--- config.mk ---
export PLATFORM = sky130hd
export DESIGN_NAME = request_throttle_with_backoff
export DESIGN_NICKNAME = d
export VERILOG_FILES = /design/src/rtl/core/rtb_pkg.sv /design/src/rtl/core/request_throttle_with_backoff.sv /design/src/rtl/core/rtb_ram.sv /design/src/rtl/core/rtb_timer.sv
export VERILOG_INCLUDE_DIRS = /design/src /design/src/rtl/core
export SDC_FILE = /design/constraint.sdc
export NUM_CORES = 1
export LEC_CHECK = 0
export BUFFER_PORTS_ARGS = -buffer_cell sky130_fd_sc_hd__clkbuf_2
export CORE_AREA = 2 2 230 164
export DETAILED_ROUTE_END_ITERATION = 8
export DIE_AREA = 0 0 232 166
export GPL_TIMING_DRIVEN = 0
export HOLD_SLACK_MARGIN = 0.15
export PLACE_DENSITY = 0.76
export SLEW_MARGIN = 30
export SYNTH_ARGS = -nofsm -noshare
export SYNTH_HDL_FRONTEND = slang
export SYNTH_HIERARCHICAL = 1
export SYNTH_SLANG_ARGS = --single-unit
--- constraint.sdc ---
create_clock -name clock -period 13.5 [get_ports clock]
set_input_delay 2.7 -clock clock [delete_from_list [all_inputs] [get_ports clock]]
set_output_delay 2.7 -clock clock [all_outputs]
set_load 0.01 [all_outputs]
--- src/rtl/core/request_throttle_with_backoff_macros.svh ---
// Assertion macros shared by the request throttle RTL.
`ifndef REQUEST_THROTTLE_WITH_BACKOFF_MACROS_SVH
`define REQUEST_THROTTLE_WITH_BACKOFF_MACROS_SVH

// Same-cycle implication, sampled on the rising edge of clock, off during reset.
`define RTB_ASSERT_IMP(label, ante, cons) \
   label: assert property (@(posedge clock) disable iff (reset) (ante) |-> (cons)) \
      else $error("rtb: same-cycle check failed");

// Next-cycle implication, sampled on the rising edge of clock, off during reset.
`define RTB_ASSERT_NEXT(label, ante, cons) \
   label: assert property (@(posedge clock) disable iff (reset) (ante) |=> (cons)) \
      else $error("rtb: next-cycle check failed");

`endif

--- src/rtl/core/rtb_pkg.sv ---
// Types and constants shared by the request throttle modules.
package rtb_pkg;

   localparam int INTERVAL_W = 16;
   localparam int TIMER_W    = 24;
   localparam int FACTOR_W   = 8;
   localparam int ID_PORT_W  = 8;
   localparam int STATUS_W   = 3;
   localparam int COUNT_W    = 5;

   localparam logic [INTERVAL_W-1:0] INTERVAL_RESET = 16'd1000;
   localparam logic [INTERVAL_W-1:0] SINCE_MAX      = 16'hFFFF;
   localparam logic [FACTOR_W-1:0]   BACKOFF_MAX    = 8'd255;
   localparam logic [FACTOR_W-1:0]   BACKOFF_STEP   = 8'd2;

   typedef enum logic [1:0] {
      OP_TICK    = 2'd0,
      OP_REQUEST = 2'd1,
      OP_CANCEL  = 2'd2,
      OP_BACKOFF = 2'd3
   } op_type;

   typedef enum logic [STATUS_W-1:0] {
      ST_NONE      = 3'd0,
      ST_GRANTED   = 3'd1,
      ST_QUEUED    = 3'd2,
      ST_REJECTED  = 3'd3,
      ST_CANCELLED = 3'd4,
      ST_NOT_FOUND = 3'd5
   } status_type;

   typedef enum logic [2:0] {
      S_IDLE,
      S_EXEC,
      S_SCAN,
      S_SHIFT,
      S_FIN
   } state_type;

   // Commands from the sequencer to the timer unit.
   typedef struct packed {
      logic tick;
      logic clear_since;
      logic arm_prep;
      logic arm_from_since;
      logic arm_load;
      logic backoff;
   } tmr_cmd_type;

   // Status from the timer unit to the sequencer.
   typedef struct packed {
      logic elapsed;
      logic fire_due;
   } tmr_stat_type;

endpackage

--- src/rtl/core/request_throttle_with_backoff.sv ---
// Top level of the request throttle: sequencer, wait queue RAM and timer unit.
//
// The block lets requests through at most once per interval_ticks ticks. Each item
// is a tick, a request, a cancel or a backoff, taken when start is high and busy is
// low; exactly one result comes back per item, shown for a single cycle with
// rsp_strobe high, and the receiver cannot hold it off. For a tick, request or
// backoff the item passes through S_EXEC and S_FIN, and its result strobes in the
// cycle in which the next item may already be taken. A cancel walks the wait
// queue held in a RAM, one entry per cycle through the RAM's single read port,
// visiting at most QUEUE_DEPTH entries. The interval register is written through
// the csr_ channel, which is ready only while no item is in progress. Waiting ids
// live in a circular buffer in the RAM; entries are never cleared, and only
// entries that were written are read.
`include "request_throttle_with_backoff_macros.svh"

module request_throttle_with_backoff #(
   parameter int QUEUE_DEPTH = 16,
   parameter int ID_BITS     = 8
) (
   input  logic                                 clock,
   input  logic                                 reset,
   // Item input.
   input  logic                                 start,
   output logic                                 busy,
   input  logic [1:0]                           req_op,
   input  logic [rtb_pkg::ID_PORT_W-1:0]        req_requester_id,
   // Results.
   output logic                                 rsp_strobe,
   output logic [rtb_pkg::STATUS_W-1:0]         rsp_status,
   output logic [rtb_pkg::ID_PORT_W-1:0]        rsp_grant_id,
   output logic [rtb_pkg::COUNT_W-1:0]          rsp_waiting_count,
   // Configuration.
   input  logic                                 csr_valid,
   output logic                                 csr_ready,
   input  logic [rtb_pkg::INTERVAL_W-1:0]       csr_interval_ticks
);

   // Ids are cut to the narrower of the port width and ID_BITS.
   localparam int ID_W   = (ID_BITS < rtb_pkg::ID_PORT_W) ? ID_BITS : rtb_pkg::ID_PORT_W;
   localparam int FILL_W = $clog2(QUEUE_DEPTH + 1);
   localparam int PTR_W  = (QUEUE_DEPTH > 1) ? $clog2(QUEUE_DEPTH) : 1;
   localparam int SUM_W  = ((FILL_W > PTR_W) ? FILL_W : PTR_W) + 1;

   rtb_pkg::state_type  state_ff, state_in;
   rtb_pkg::op_type     op_ff, op_in;
   logic [ID_W-1:0]     id_ff, id_in;
   logic [PTR_W-1:0]    head_ff, head_in;
   logic [FILL_W-1:0]   fill_ff, fill_in;
   logic [FILL_W-1:0]   pos_ff, pos_in;
   rtb_pkg::status_type status_ff, status_in;
   logic [ID_W-1:0]     grant_ff, grant_in;
   logic                pop_ff, pop_in;
   logic                arm_ff, arm_in;

   logic                rsp_strobe_ff, rsp_strobe_in;
   rtb_pkg::status_type rsp_status_ff, rsp_status_in;
   logic [rtb_pkg::ID_PORT_W-1:0] rsp_grant_ff, rsp_grant_in;
   logic [rtb_pkg::COUNT_W-1:0]   rsp_count_ff, rsp_count_in;

   logic                ram_we, ram_re;
   logic [PTR_W-1:0]    ram_waddr, ram_raddr;
   logic [ID_W-1:0]     ram_wdata, ram_rdata;

   rtb_pkg::tmr_cmd_type  tmr_cmd;
   rtb_pkg::tmr_stat_type tmr_stat;

   logic [FILL_W-1:0]   pos_next;
   logic                pos_last;

   // Physical RAM address of queue position pos, wrapping around the buffer.
   function automatic logic [PTR_W-1:0] queue_addr(input logic [PTR_W-1:0]  head,
                                                    input logic [FILL_W-1:0] pos);
      logic [SUM_W-1:0] sum;
      sum = SUM_W'(head) + SUM_W'(pos);
      if (sum >= SUM_W'(QUEUE_DEPTH)) begin
         sum = sum - SUM_W'(QUEUE_DEPTH);
      end
      return sum[PTR_W-1:0];
   endfunction

   assign pos_next = pos_ff + FILL_W'(1);
   assign pos_last = (pos_next == fill_ff);

   always_comb begin
      state_in      = state_ff;
      op_in         = op_ff;
      id_in         = id_ff;
      head_in       = head_ff;
      fill_in       = fill_ff;
      pos_in        = pos_ff;
      status_in     = status_ff;
      grant_in      = grant_ff;
      pop_in        = pop_ff;
      arm_in        = arm_ff;
      rsp_strobe_in = 1'b0;
      rsp_status_in = rsp_status_ff;
      rsp_grant_in  = rsp_grant_ff;
      rsp_count_in  = rsp_count_ff;
      ram_we        = 1'b0;
      ram_waddr     = queue_addr(head_ff, fill_ff);
      ram_wdata     = id_ff;
      ram_re        = 1'b0;
      ram_raddr     = head_ff;
      tmr_cmd       = '0;

      unique case (state_ff)
         rtb_pkg::S_IDLE: begin
            if (start) begin
               op_in    = rtb_pkg::op_type'(req_op);
               id_in    = req_requester_id[ID_W-1:0];
               state_in = rtb_pkg::S_EXEC;
            end
         end

         rtb_pkg::S_EXEC: begin
            status_in = rtb_pkg::ST_NONE;
            grant_in  = '0;
            pop_in    = 1'b0;
            arm_in    = 1'b0;
            state_in  = rtb_pkg::S_FIN;
            unique case (op_ff)
               rtb_pkg::OP_TICK: begin
                  tmr_cmd.tick = 1'b1;
                  if (tmr_stat.fire_due) begin
                     // More than the head waits: re-arm for a full interval.
                     if (fill_ff > FILL_W'(1)) begin
                        tmr_cmd.arm_prep = 1'b1;
                        arm_in           = 1'b1;
                     end
                     // Grant the head; its id arrives from the RAM next cycle.
                     if (fill_ff != '0) begin
                        ram_re    = 1'b1;
                        ram_raddr = head_ff;
                        head_in   = queue_addr(head_ff, FILL_W'(1));
                        fill_in   = fill_ff - FILL_W'(1);
                        pop_in    = 1'b1;
                        status_in = rtb_pkg::ST_GRANTED;
                     end
                  end
               end

               rtb_pkg::OP_REQUEST: begin
                  if (tmr_stat.elapsed && (fill_ff == '0)) begin
                     tmr_cmd.clear_since = 1'b1;
                     status_in           = rtb_pkg::ST_GRANTED;
                     grant_in            = id_ff;
                  end else if (fill_ff == FILL_W'(QUEUE_DEPTH)) begin
                     status_in = rtb_pkg::ST_REJECTED;
                  end else begin
                     // First waiter arms the timer for the rest of the interval.
                     if (fill_ff == '0) begin
                        tmr_cmd.arm_prep       = 1'b1;
                        tmr_cmd.arm_from_since = 1'b1;
                        arm_in                 = 1'b1;
                     end
                     ram_we    = 1'b1;
                     ram_waddr = queue_addr(head_ff, fill_ff);
                     ram_wdata = id_ff;
                     fill_in   = fill_ff + FILL_W'(1);
                     status_in = rtb_pkg::ST_QUEUED;
                  end
               end

               rtb_pkg::OP_CANCEL: begin
                  status_in = rtb_pkg::ST_NOT_FOUND;
                  if (fill_ff != '0) begin
                     ram_re    = 1'b1;
                     ram_raddr = head_ff;
                     pos_in    = '0;
                     state_in  = rtb_pkg::S_SCAN;
                  end
               end

               rtb_pkg::OP_BACKOFF: begin
                  tmr_cmd.backoff = 1'b1;
               end
            endcase
         end

         // The RAM shows the entry at pos_ff; the read of the next one is issued
         // ahead so a match can start compacting without a bubble.
         rtb_pkg::S_SCAN: begin
            if (!pos_last) begin
               ram_re    = 1'b1;
               ram_raddr = queue_addr(head_ff, pos_next);
            end
            if (ram_rdata == id_ff) begin
               status_in = rtb_pkg::ST_CANCELLED;
               if (pos_last) begin
                  fill_in  = fill_ff - FILL_W'(1);
                  state_in = rtb_pkg::S_FIN;
               end else begin
                  pos_in   = pos_next;
                  state_in = rtb_pkg::S_SHIFT;
               end
            end else if (pos_last) begin
               state_in = rtb_pkg::S_FIN;
            end else begin
               pos_in = pos_next;
            end
         end

         // Each entry behind the removed one moves one place toward the head.
         // The write goes to pos_ff - 1 while the read fetches pos_ff + 1, so the
         // two never touch the same entry.
         rtb_pkg::S_SHIFT: begin
            ram_we    = 1'b1;
            ram_waddr = queue_addr(head_ff, pos_ff - FILL_W'(1));
            ram_wdata = ram_rdata;
            if (pos_last) begin
               fill_in  = fill_ff - FILL_W'(1);
               state_in = rtb_pkg::S_FIN;
            end else begin
               ram_re    = 1'b1;
               ram_raddr = queue_addr(head_ff, pos_next);
               pos_in    = pos_next;
            end
         end

         rtb_pkg::S_FIN: begin
            tmr_cmd.arm_load = arm_ff;
            rsp_strobe_in    = 1'b1;
            rsp_status_in    = status_ff;
            rsp_grant_in     = pop_ff ? rtb_pkg::ID_PORT_W'(ram_rdata)
                                      : rtb_pkg::ID_PORT_W'(grant_ff);
            rsp_count_in     = rtb_pkg::COUNT_W'(fill_ff);
            state_in         = rtb_pkg::S_IDLE;
         end

         default: begin
            state_in = rtb_pkg::S_IDLE;
         end
      endcase
   end

   always_ff @(posedge clock) begin
      if (reset) begin
         state_ff      <= rtb_pkg::S_IDLE;
         head_ff       <= '0;
         fill_ff       <= '0;
         rsp_strobe_ff <= 1'b0;
      end else begin
         state_ff      <= state_in;
         head_ff       <= head_in;
         fill_ff       <= fill_in;
         rsp_strobe_ff <= rsp_strobe_in;
      end
      op_ff         <= op_in;
      id_ff         <= id_in;
      pos_ff        <= pos_in;
      status_ff     <= status_in;
      grant_ff      <= grant_in;
      pop_ff        <= pop_in;
      arm_ff        <= arm_in;
      rsp_status_ff <= rsp_status_in;
      rsp_grant_ff  <= rsp_grant_in;
      rsp_count_ff  <= rsp_count_in;
   end

   rtb_ram #(
      .WIDTH (ID_W),
      .DEPTH (QUEUE_DEPTH)
   ) u_queue_ram (
      .clock   (clock),
      .wr_en   (ram_we),
      .wr_addr (ram_waddr),
      .wr_data (ram_wdata),
      .rd_en   (ram_re),
      .rd_addr (ram_raddr),
      .rd_data (ram_rdata)
   );

   rtb_timer u_timer (
      .clock    (clock),
      .reset    (reset),
      .csr_we   (csr_valid && csr_ready),
      .csr_data (csr_interval_ticks),
      .cmd      (tmr_cmd),
      .stat     (tmr_stat)
   );

   assign busy              = (state_ff != rtb_pkg::S_IDLE);
   assign csr_ready         = (state_ff == rtb_pkg::S_IDLE);
   assign rsp_strobe        = rsp_strobe_ff;
   assign rsp_status        = rsp_status_ff;
   assign rsp_grant_id      = rsp_grant_ff;
   assign rsp_waiting_count = rsp_count_ff;

   `RTB_ASSERT_IMP(a_fill_bounded, 1'b1, fill_ff <= FILL_W'(QUEUE_DEPTH))
   `RTB_ASSERT_IMP(a_strobe_idle, rsp_strobe_ff, state_ff == rtb_pkg::S_IDLE)
   `RTB_ASSERT_IMP(a_walk_nonempty, (state_ff == rtb_pkg::S_SCAN) || (state_ff == rtb_pkg::S_SHIFT), fill_ff != '0)
   `RTB_ASSERT_IMP(a_queued_counts, rsp_strobe_ff && (rsp_status_ff == rtb_pkg::ST_QUEUED), fill_ff != '0)

endmodule

--- src/rtl/core/rtb_ram.sv ---
// Generic single-port-write, single-port-read RAM with registered read data.
module rtb_ram #(
   parameter int WIDTH = 8,
   parameter int DEPTH = 16
) (
   input  logic                                   clock,
   input  logic                                   wr_en,
   input  logic [(DEPTH > 1 ? $clog2(DEPTH) : 1)-1:0] wr_addr,
   input  logic [WIDTH-1:0]                       wr_data,
   input  logic                                   rd_en,
   input  logic [(DEPTH > 1 ? $clog2(DEPTH) : 1)-1:0] rd_addr,
   output logic [WIDTH-1:0]                       rd_data
);

   logic [WIDTH-1:0] mem_ff [DEPTH];
   logic [WIDTH-1:0] rd_data_ff;

   always_ff @(posedge clock) begin
      if (wr_en) begin
         mem_ff[wr_addr] <= wr_data;
      end
      if (rd_en) begin
         rd_data_ff <= mem_ff[rd_addr];
      end
   end

   assign rd_data = rd_data_ff;

endmodule

--- src/rtl/core/rtb_timer.sv ---
// Interval register, elapsed counter, one-shot timer and backoff factor.
`include "request_throttle_with_backoff_macros.svh"

module rtb_timer (
   input  logic                            clock,
   input  logic                            reset,
   input  logic                            csr_we,
   input  logic [rtb_pkg::INTERVAL_W-1:0]  csr_data,
   input  rtb_pkg::tmr_cmd_type            cmd,
   output rtb_pkg::tmr_stat_type           stat
);

   logic [rtb_pkg::INTERVAL_W-1:0] interval_ff, interval_in;
   logic [rtb_pkg::INTERVAL_W-1:0] since_ff, since_in;
   logic [rtb_pkg::TIMER_W-1:0]    left_ff, left_in;
   logic                           armed_ff, armed_in;
   logic [rtb_pkg::FACTOR_W-1:0]   factor_ff, factor_in;
   logic [rtb_pkg::INTERVAL_W-1:0] timeout_ff, timeout_in;

   logic                           elapsed;
   logic                           fire_due;
   logic [rtb_pkg::FACTOR_W:0]     factor_sum;
   logic [rtb_pkg::TIMER_W:0]      product;

   assign elapsed  = (since_ff >= interval_ff);
   assign fire_due = armed_ff && (left_ff <= rtb_pkg::TIMER_W'(1));

   always_comb begin
      interval_in = interval_ff;
      since_in    = since_ff;
      left_in     = left_ff;
      armed_in    = armed_ff;
      factor_in   = factor_ff;
      timeout_in  = timeout_ff;
      factor_sum  = {1'b0, factor_ff} + {1'b0, rtb_pkg::BACKOFF_STEP};
      product     = (rtb_pkg::TIMER_W + 1)'(timeout_ff)
                    * (rtb_pkg::TIMER_W + 1)'({1'b0, factor_ff} + 9'd1);

      if (csr_we) begin
         interval_in = csr_data;
      end

      if (cmd.tick) begin
         if (since_ff != rtb_pkg::SINCE_MAX) begin
            since_in = since_ff + 16'd1;
         end
         if (armed_ff) begin
            if (fire_due) begin
               armed_in = 1'b0;
               left_in  = '0;
               since_in = '0;
            end else begin
               left_in = left_ff - 24'd1;
            end
         end
      end

      if (cmd.clear_since) begin
         since_in = '0;
      end

      // First half of arming: settle the factor and the base timeout.
      if (cmd.arm_prep) begin
         if (factor_ff != '0) begin
            factor_in = factor_ff - 8'd1;
         end
         if (!cmd.arm_from_since) begin
            timeout_in = interval_ff;
         end else if (elapsed) begin
            timeout_in = '0;
         end else begin
            timeout_in = interval_ff - since_ff;
         end
      end

      // Second half: scale by the already updated factor and start the timer.
      if (cmd.arm_load) begin
         left_in  = product[rtb_pkg::TIMER_W-1:0];
         armed_in = 1'b1;
      end

      if (cmd.backoff) begin
         if (factor_sum > {1'b0, rtb_pkg::BACKOFF_MAX}) begin
            factor_in = rtb_pkg::BACKOFF_MAX;
         end else begin
            factor_in = factor_sum[rtb_pkg::FACTOR_W-1:0];
         end
      end
   end

   always_ff @(posedge clock) begin
      if (reset) begin
         interval_ff <= rtb_pkg::INTERVAL_RESET;
         since_ff    <= '0;
         left_ff     <= '0;
         armed_ff    <= 1'b0;
         factor_ff   <= '0;
      end else begin
         interval_ff <= interval_in;
         since_ff    <= since_in;
         left_ff     <= left_in;
         armed_ff    <= armed_in;
         factor_ff   <= factor_in;
      end
      timeout_ff <= timeout_in;
   end

   assign stat.elapsed  = elapsed;
   assign stat.fire_due = fire_due;

   `RTB_ASSERT_NEXT(a_fire_disarms, cmd.tick && fire_due, !armed_ff)
   `RTB_ASSERT_NEXT(a_backoff_raises, cmd.backoff, factor_ff != '0)

endmodule

==> flow_metrics.env, run 1 <==
export IMPL_status="completed"
export IMPL_r2r_start="u_timer/factor_ff[0]"
export IMPL_min_path_cells=0
export IMPL_antenna_found_initial=1
export IMPL_finalSetupTns_ps=0
export IMPL_synth_ff_type="edfxtp_1"
export IMPL_ys_ff_latch=274
export IMPL_yosysSeqAreaShare_pct=40.81
export IMPL_num_rows=59
export IMPL_rsz0062_at_grt="no"
export IMPL_grt_max_degree=18
export IMPL_cts_tree="done"
export IMPL_worstPathMaxFanout=11
export IMPL_area_growth_pct=9.723
export IMPL_power_density_nw_per_um2=109.6
export IMPL_num_vias=13430
export IMPL_max_clock_path_buffers=3
export IMPL_hold_violations=0
export IMPL_overflow=0
export IMPL_synthArstFlopShare_pct=0
export IMPL_r2r_slack_ps=5910
export IMPL_critPathRequiredTime_ps=13920
export IMPL_setup_viol=0
export IMPL_yosysMostFrequentCell="edfxtp_1"
export IMPL_cts_max_level=1
export IMPL_fin_crit_ps=7586
export IMPL_ys_types=98
export IMPL_ant_nets=0
export IMPL_critPathArrivalTime_ps=8010
export IMPL_clock_skew_ps=40.15
export IMPL_hold_path_end="rsp_status[2]"
export IMPL_synth_area_top_cells="edfxtp_1 32%, fa_1 11%, dfxtp_1 8.6%"
export IMPL_synth_edff_count=196
export IMPL_place_area_um2=19150
export IMPL_nNetsFinal=1973
export IMPL_max_cap_viol_count=0
export IMPL_critPathLaunchType="flop"
export IMPL_cts_root_buf="clkbuf_16"
export IMPL_coreArea_um2=36540
export IMPL_fmax_mhz=131.8
export IMPL_numCtsBuffers=27
export IMPL_drt_pass1_iter_count=5
export IMPL_cts_resized=0
export IMPL_die_area_um2=38510
export IMPL_hp_class="reg2reg"
export IMPL_vias_per_cell=5.922
export IMPL_clkSinkCount=274
export IMPL_synthesis_nets=1894
export IMPL_holdBufCountCts=0
export IMPL_syn_inst=1680
export IMPL_clock_latency_ps=580
export IMPL_clk_pin_slew_worst_paths_ps=60
export IMPL_yosys_area_top_type="edfxtp_1"
export IMPL_power_leakage_nw=7.932
export IMPL_peakVddDrop_v=0.0001106
export IMPL_r2r_end="u_timer/left_ff[23]"
export IMPL_period_share_pct=56.19
export IMPL_post_cts_buffers=0
export IMPL_path_class="reg2reg"
export IMPL_io_pins=49
export IMPL_io_buffers=48
export IMPL_critPathCaptureType="flop"
export IMPL_r2r_worst_path_cells=21
export IMPL_drt_wirelength_per_cell_um=20.05
export IMPL_yosys_area_top_type_share_pct=32.25
export IMPL_grtUsageTotal_pct=23.42
export IMPL_yosys_warnings=6
export IMPL_hp_start="status_ff[2]"
export IMPL_synth_area_um2=18250
export IMPL_hpwl_mm=34.50
export IMPL_drive_gt1_share_pct=11.13
export IMPL_die_h_um=166
export IMPL_synth_area_per_cell_um2=10.86
export IMPL_grt_pass1_vias=12900
export IMPL_route_detailed_drc=0
export IMPL_drt_initial_drc_count=1393
export IMPL_gp_congestion=0.9052
export IMPL_grt_pass1_wl_mm=70.76
export IMPL_initial_core_util_pct=49.94
export IMPL_die_x_um=232
export IMPL_synthTopCellsByCount="196 x edfxtp_1, 170 x inv_1, 143 x nand2_1"
export IMPL_relSlewSlack_pct=34.91
export IMPL_worstMarginPinSlew_ps=969.4
export IMPL_slew_viol_final=0
export IMPL_fin_area_um2=20020
export IMPL_routed_wl_mm=45.47
## layer usage
metal	wire [um]	up-vias	GRT usage [%]	share of wire, %
met4	852	0	5.295	1.9
li1	-	6139	-	-
met2	19670	536	34.41	43
met5	0	-	0	0
met1	21020	6699	36.03	46
met3	3936	58	4.275	8.7
## power breakdown
group	switching, W	total, W	internal, W
combinational	0.000307	0.000494	0.000187
clock	0.000328	0.000730	0.000402
sequential	0.0000287	0.000970	0.000942
## cell families after synthesis
logic type,Yosys count,share of synthesized area (%)
simple gates,549,15.58
compound gates,281,10.79
flops,274,40.81
buf+inv,245,5.705
fa+ha+maj,184,16.77
xor+xnor,76,3.812
mux,71,6.534
## how the worst max path moves through the flow
stage | startpoint | end | depth (start not counted)
5_1_grt | u_timer/factor_ff[0] | u_timer/left_ff[23] | 21
6_report | u_timer/factor_ff[0] | u_timer/left_ff[23] | 21
4_1_cts | u_timer/factor_ff[0] | u_timer/left_ff[23] | 21
2_1_floorplan | u_timer/factor_ff[0] | u_timer/left_ff[23] | 21
3_3_place_gp | u_timer/factor_ff[0] | u_timer/left_ff[23] | 21
3_5_place_dp | u_timer/factor_ff[0] | u_timer/left_ff[23] | 21
## worst max-delay path, cell delays in order (launching register included)
cell and delay [ps]:
dfxtp_1 370, clkbuf_1 430, inv_1 300, clkbuf_1 440, ha_1 430, clkbuf_1 550, clkbuf_1 470, nand2_1 140
fa_1 520, inv_1 50, fa_1 470, fa_1 490, inv_1 50, fa_1 530, inv_1 40, ha_1 340
a21oi_1 380, o211ai_1 260, a311oi_1 570, o21ai_0 220, xnor2_1 250, o21ai_0 100
## registers in the layout, indices dropped and copies added (netlist names), 16 cells and up
signal,flops
u_queue_ram/mem_ff,128
u_timer/interval_ff,16
u_timer/left_ff,24
u_timer/timeout_ff,16
u_timer/since_ff,16
## through the flow
step / utilization [%] / setup WS, ps / cells / hold WS [ps] / total power (W)
after global placement: 52.26 / 6129 / 2216 / 405.3 / 0.001457
after CTS: 54.72 / 6062 / 2267 / 420.8 / 0.002202
after global routing: 54.79 / 5489 / 2267 / 446.7 / 0.002291
final: 54.79 / 5914 / 2268 / 426.9 / 0.002195
after floorplan: - / 7833 / 1680 / 400.3 / 0.001339
after detailed placement: 52.41 / 6123 / 2218 / 409.8 / 0.001473
## final cells by class
| type | count | area (um^2) |
|---|---|---|
| clock buffer | 35 | 725.7 |
| clock inverter | 14 | 121.4 |
| sequential | 274 | 7447 |
| inverter | 170 | 638.1 |
| multi-input combinational | 1161 | 9821 |
| timing repair buffer | 50 | 252.7 |
| tap | 488 | 610.6 |
| buffer | 75 | 402.9 |
| fill | 3102 | 16520 |
| antenna | 1 | 2.502 |
## layout by cell type, fill, tap and decap left out, drive strengths merged, types with 18 or more instances in the layout
master | netlist | routed
nand2 | 144 | 144
dfxtp | 78 | 78
inv | 170 | 173
nor2b | 48 | 48
nand3 | 35 | 35
mux2 | 23 | 23
and3 | 18 | 18
and2 | 68 | 68
nor2 | 104 | 104
nor4 | 20 | 20
edfxtp | 196 | 196
ha | 83 | 83
o21ai | 57 | 57
a21oi | 55 | 55
buf | 26 | 28
nor3 | 41 | 41
clkbuf | 46 | 129
xor2 | 27 | 27
fa | 101 | 101
xnor2 | 49 | 49
a22oi | 20 | 20
mux4 | 32 | 32
Power figures use the tool's default switching activity.
==> run 2: changes to the inputs <==
Clock period 13.5 ns to 7.5 ns, I/O delays scaled along.
==> flow_metrics.env, run 2 (synthesis gave the netlist of run 1 again) <==
export IMPL_area_growth_pct=9.737
export IMPL_fmax_mhz=141.6
export IMPL_clock_latency_ps=580
export IMPL_final_common_cell="edfxtp_1"
export IMPL_nNetsFinal=1972
export IMPL_fin_cells=2266
export IMPL_cts_tree="done"
export IMPL_rsz0062_at_grt="no"
export IMPL_max_clock_path_buffers=3
export IMPL_clock_skew_ps=36.12
export IMPL_drt_pass1_iter_count=6
export IMPL_num_vias=13410
export IMPL_hpwl_mm=34.50
export IMPL_r2r_slack_ps=440
export IMPL_max_cap_viol_count=0
export IMPL_place_inst=2218
export IMPL_critPathCaptureType="flop"
export IMPL_regMostFlops="u_queue_ram/mem_ff"
export IMPL_period_share_pct=94.17
export IMPL_initial_core_util_pct=49.94
export IMPL_worstMarginPinSlew_ps=968.1
export IMPL_io_buffers=48
export IMPL_gp_congestion=0.9052
export IMPL_coreArea_um2=36540
export IMPL_die_x_um=232
export IMPL_hp_class="reg2reg"
export IMPL_vias_per_cell=5.919
export IMPL_drt_wirelength_per_cell_um=20.05
export IMPL_io_pins=49
export IMPL_num_rows=59
export IMPL_grt_max_degree=18
export IMPL_finalSetupTns_ps=0
export IMPL_critPathArrivalTime_ps=7480
export IMPL_slew_viol_final=0
export IMPL_critPathLaunchType="flop"
export IMPL_n_antenna_cell=0
export IMPL_routed_wl_mm=45.43
export IMPL_multiInputGateArea_um2=9829
export IMPL_peakVddDrop_v=0.0001998
export IMPL_die_h_um=166
export IMPL_layout_common_cells="196 x edfxtp_1, 170 x inv_1, 143 x nand2_1, 103 x nor2_1, 101 x fa_1"
export IMPL_path_class="reg2reg"
export IMPL_cts_resized=0
export IMPL_fin_area_um2=20020
export IMPL_power_density_nw_per_um2=197.5
export IMPL_ant_nets=0
export IMPL_cts_max_level=1
export IMPL_antenna_found_initial=1
export IMPL_post_cts_buffers=0
export IMPL_holdBufCountCts=0
export IMPL_grt_pass1_wl_mm=70.76
export IMPL_power_leakage_nw=7.931
export IMPL_regArea_um2=7447
export IMPL_overflow=0
export IMPL_status="completed"
export IMPL_route_detailed_drc=0
export IMPL_place_area_um2=19150
export IMPL_setup_viol=0
export IMPL_largest_register_ffs=128
export IMPL_reg_top3="u_queue_ram/mem_ff: 128 flops, u_timer/left_ff: 24 flops"
export IMPL_drt_initial_drc_count=1435
export IMPL_drive_gt1_share_pct=11.25
export IMPL_numCtsBuffers=27
export IMPL_die_area_um2=38510
export IMPL_critPathRequiredTime_ps=7920
export IMPL_clkSinkCount=274
export IMPL_fin_crit_ps=7063
export IMPL_cts_root_buf="clkbuf_16"
export IMPL_relSlewSlack_pct=35.24
export IMPL_clk_pin_slew_worst_paths_ps=70
export IMPL_worstPathMaxFanout=11
export IMPL_grt_pass1_vias=12900
export IMPL_grtUsageTotal_pct=23.42
export IMPL_fillCellCount=3103
export IMPL_hold_violations=0
[run 2: cell types whose count changed in the layout (fill, tap and decap cells not counted), sizes merged]
cell | before | now
diode | 1 | 0
clkbuf | 129 | 128
[run 2: area by class of cell]
type | instances | share of cell area, %
Inverter | 170 | 3.187
Buffer | 74 | 1.993
Timing Repair Buffer | 50 | 1.262
Clock buffer | 35 | 3.624
Sequential cell | 274 | 37.19
Clock inverter | 14 | 0.6061
Tap cell | 488 | 3.049
Multi-Input combinational cell | 1161 | 49.09
[run 2: per-stage QoR]
stage               utilization, %  hold slack (ps)  total power (W)  setup slack [ps]
detailed placement           52.41            409.8         0.002652             123.3
global placement             52.26            405.3         0.002623             129.2
finish                       54.80            427.2         0.003954             437.0
global route                 54.80            446.7         0.004126             20.96
CTS                          54.72            420.8         0.003964             62.45
floorplan                        -            400.3         0.002410              1833
[run 2: worst paths after layout]
path / from / endpoint / cells past startpoint
worst min-delay path: status_ff[2] / rsp_status[2] / 0
worst min register to register: status_ff[2] / rsp_status[2] / 0
worst max register to register: u_timer/factor_ff[0] / u_timer/left_ff[23] / 20
worst max-delay path: u_timer/factor_ff[0] / u_timer/left_ff[23] / 20
[run 2: critical path, cell delays in order, from the launching register on]
cell	delay [ps]
dfxtp_1	370
clkbuf_1	430
inv_1	300
clkbuf_1	430
ha_2	670
clkbuf_1	440
nand2_1	140
fa_1	520
inv_1	50
fa_1	470
fa_1	490
inv_1	50
fa_1	530
inv_1	40
ha_1	340
a21oi_1	390
o211ai_1	270
a311oi_2	440
o21ai_0	180
xnor2_1	240
o21ai_0	100
[run 2: where the power goes]
part	total [W]	internal, W	switching [W]
combinational	0.000894	0.000337	0.000557
clock	0.00131	0.000724	0.000590
sequential	0.00175	0.00169	0.0000518
[run 2: metal layers]
layer / wire length (um) / up-vias / GRT usage, %
li1: - / 6129 / -
met1: 21090 / 6656 / 36.03
met2: 19480 / 568 / 34.41
met3: 4016 / 60 / 4.275
met4: 838 / 0 / 5.295
met5: 0 / - / 0
==> run 3: changes to the inputs <==
Settings changed: BUFFER_PORTS_ARGS -buffer_cell sky130_fd_sc_hd__clkbuf_2 to -buffer_cell sky130_fd_sc_hd__buf_2, PLACE_DENSITY 0.76 to 0.67, SETUP_SLACK_MARGIN set to 0.1.
==> flow_metrics.env, run 3 (synthesis gave the netlist of run 1 again) <==
export IMPL_status="completed"
export IMPL_numCtsBuffers=28
export IMPL_drt_wirelength_per_cell_um=19.94
export IMPL_gp_congestion=0.8861
export IMPL_hpwl_mm=34.62
export IMPL_io_pins=49
export IMPL_io_buffers=48
export IMPL_clk_pin_slew_worst_paths_ps=70
export IMPL_layout_common_cells="196 x edfxtp_1, 170 x inv_1, 143 x nand2_1, 103 x nor2_1, 101 x fa_1"
export IMPL_path_cells="clkbuf_2 > inv_1 > clkbuf_1 > ha_2 > clkbuf_1 > nand2_1 > fa_1 > inv_1 > fa_1 > fa_1 > inv_1 > fa_1 > inv_1 > ha_1 > a21oi_1 > o211ai_1 > a311oi_2 > o21ai_0 > xnor2_1 > o21ai_0"
export IMPL_cp_startpoint="u_timer/factor_ff[0]"
export IMPL_clock_latency_ps=560
export IMPL_die_area_um2=38510
export IMPL_die_h_um=166
export IMPL_power_total_w=0.003948
export IMPL_peakVddDrop_v=0.0001829
export IMPL_max_stage_delay_ps=680
export IMPL_path_class="reg2reg"
export IMPL_grt_max_degree=18
export IMPL_hp_start="status_ff[0]"
export IMPL_vias_per_cell=5.848
export IMPL_fillCellCount=3190
export IMPL_multiInputGateArea_um2=9809
export IMPL_max_clock_path_buffers=3
export IMPL_largest_register_ffs=128
export IMPL_post_cts_buffers=0
export IMPL_regArea_um2=7447
export IMPL_critPathCaptureType="flop"
export IMPL_antenna_found_initial=3
export IMPL_coreArea_um2=36540
export IMPL_nNetsFinal=1974
export IMPL_regMostFlops="u_queue_ram/mem_ff"
export IMPL_reg_top3="u_queue_ram/mem_ff: 128 flops, u_timer/left_ff: 24 flops"
export IMPL_grt_pass1_vias=12600
export IMPL_initial_core_util_pct=49.94
export IMPL_worstMarginPinSlew_ps=1018
export IMPL_power_density_nw_per_um2=197.2
export IMPL_period_share_pct=93.32
export IMPL_grtUsageTotal_pct=23.70
export IMPL_routed_wl_mm=45.23
export IMPL_power_leakage_nw=7.928
export IMPL_drive_gt1_share_pct=11.19
export IMPL_num_vias=13260
export IMPL_clock_skew_ps=30.22
export IMPL_clkSinkCount=274
export IMPL_critPathRequiredTime_ps=7920
export IMPL_cts_root_buf="clkbuf_16"
export IMPL_route_detailed_drc=0
export IMPL_hp_class="reg2reg"
export IMPL_place_area_um2=19150
export IMPL_critPathLaunchType="flop"
export IMPL_rsz0062_at_grt="no"
export IMPL_fin_crit_ps=6999
export IMPL_critPathArrivalTime_ps=7420
export IMPL_grt_pass1_wl_mm=71.13
export IMPL_final_common_cell="edfxtp_1"
export IMPL_final_util_pct=54.79
export IMPL_cts_max_level=1
export IMPL_die_x_um=232
export IMPL_finalSetupTns_ps=0
export IMPL_setup_viol=0
export IMPL_max_cap_viol_count=0
export IMPL_fmax_mhz=142.9
export IMPL_fin_area_um2=20020
export IMPL_r2r_start="u_timer/factor_ff[0]"
export IMPL_hold_violations=0
export IMPL_drt_initial_drc_count=1445
export IMPL_pre_cts_ws_ps=8.418
export IMPL_relSlewSlack_pct=31.88
export IMPL_ant_nets=0
export IMPL_crit_slowest_cell="clkbuf_1"
export IMPL_cts_tree="done"
export IMPL_worstPathMaxFanout=11
export IMPL_slew_viol_final=0
export IMPL_area_growth_pct=9.716
export IMPL_num_rows=59
export IMPL_fin_ws_ps=500.9
export IMPL_drt_pass1_iter_count=5
export IMPL_overflow=0
-- run 3: cell types whose count changed in the layout (fill, tap and decap cells not counted), sizes merged --
cell      before  now
buf           28   77
inv          173  172
clkinv         6    9
clkinvlp       4    3
diode          0    2
clkbuf       128   78
-- run 3: worst paths after layout --
path / to / depth (start not counted) / slack (ps)
setup / recovery: u_timer/left_ff[23] / 20 / 500
hold reg to reg: rsp_status[0] / 0 / 420
setup reg to reg: u_timer/left_ff[23] / 20 / 500
hold / removal: rsp_status[0] / 0 / 420
-- run 3: timing repair --
item,4_1_cts,5_1_grt
setup endpoints to repair,3,8
hold buffers,0,0
resized for setup,0,4
-- run 3: cell type report --
cell class / count / area share, %
Inverter: 170 / 3.187
Multi-Input combinational cell: 1161 / 49.00
Buffer: 74 / 2.000
Sequential cell: 274 / 37.20
Clock buffer: 33 / 3.594
Timing Repair Buffer: 51 / 1.300
Antenna cell: 2 / 0.02500
Tap cell: 488 / 3.050
Clock inverter: 15 / 0.6500
-- run 3: routing by layer --
layer	wire length, um	global-route usage, %
met3	3399	3.640
met1	22520	39.19
met4	777	4.404
met2	18530	32.65
met5	0	0
-- run 3: stage by stage --
step | cells | hold WS (ps)
6_report | 2268 | 421.0
5_1_grt | 2268 | 433.2
4_1_cts | 2266 | 428.6
3_5_place_dp | 2219 | 418.2
3_3_place_gp | 2216 | 404.3
2_1_floorplan | 1680 | 400.3
-- run 3: worst max-delay path, delay by kind of cell (launching register included) --
family	cells	cell delay [ps]
compound gates	5	1470
buf+inv	7	1740
simple gates	1	140
fa+ha+maj	6	2900
flops	1	330
xor+xnor	1	240
-- run 3: report_power, final --
part           switching, W  total, W  leakage, nW  internal (W)
Combinational      0.000549  0.000885         5.11      0.000336
Clock              0.000596   0.00132        0.406      0.000723
Sequential        0.0000494   0.00174         2.41       0.00169
Total               0.00119   0.00395         7.93       0.00275
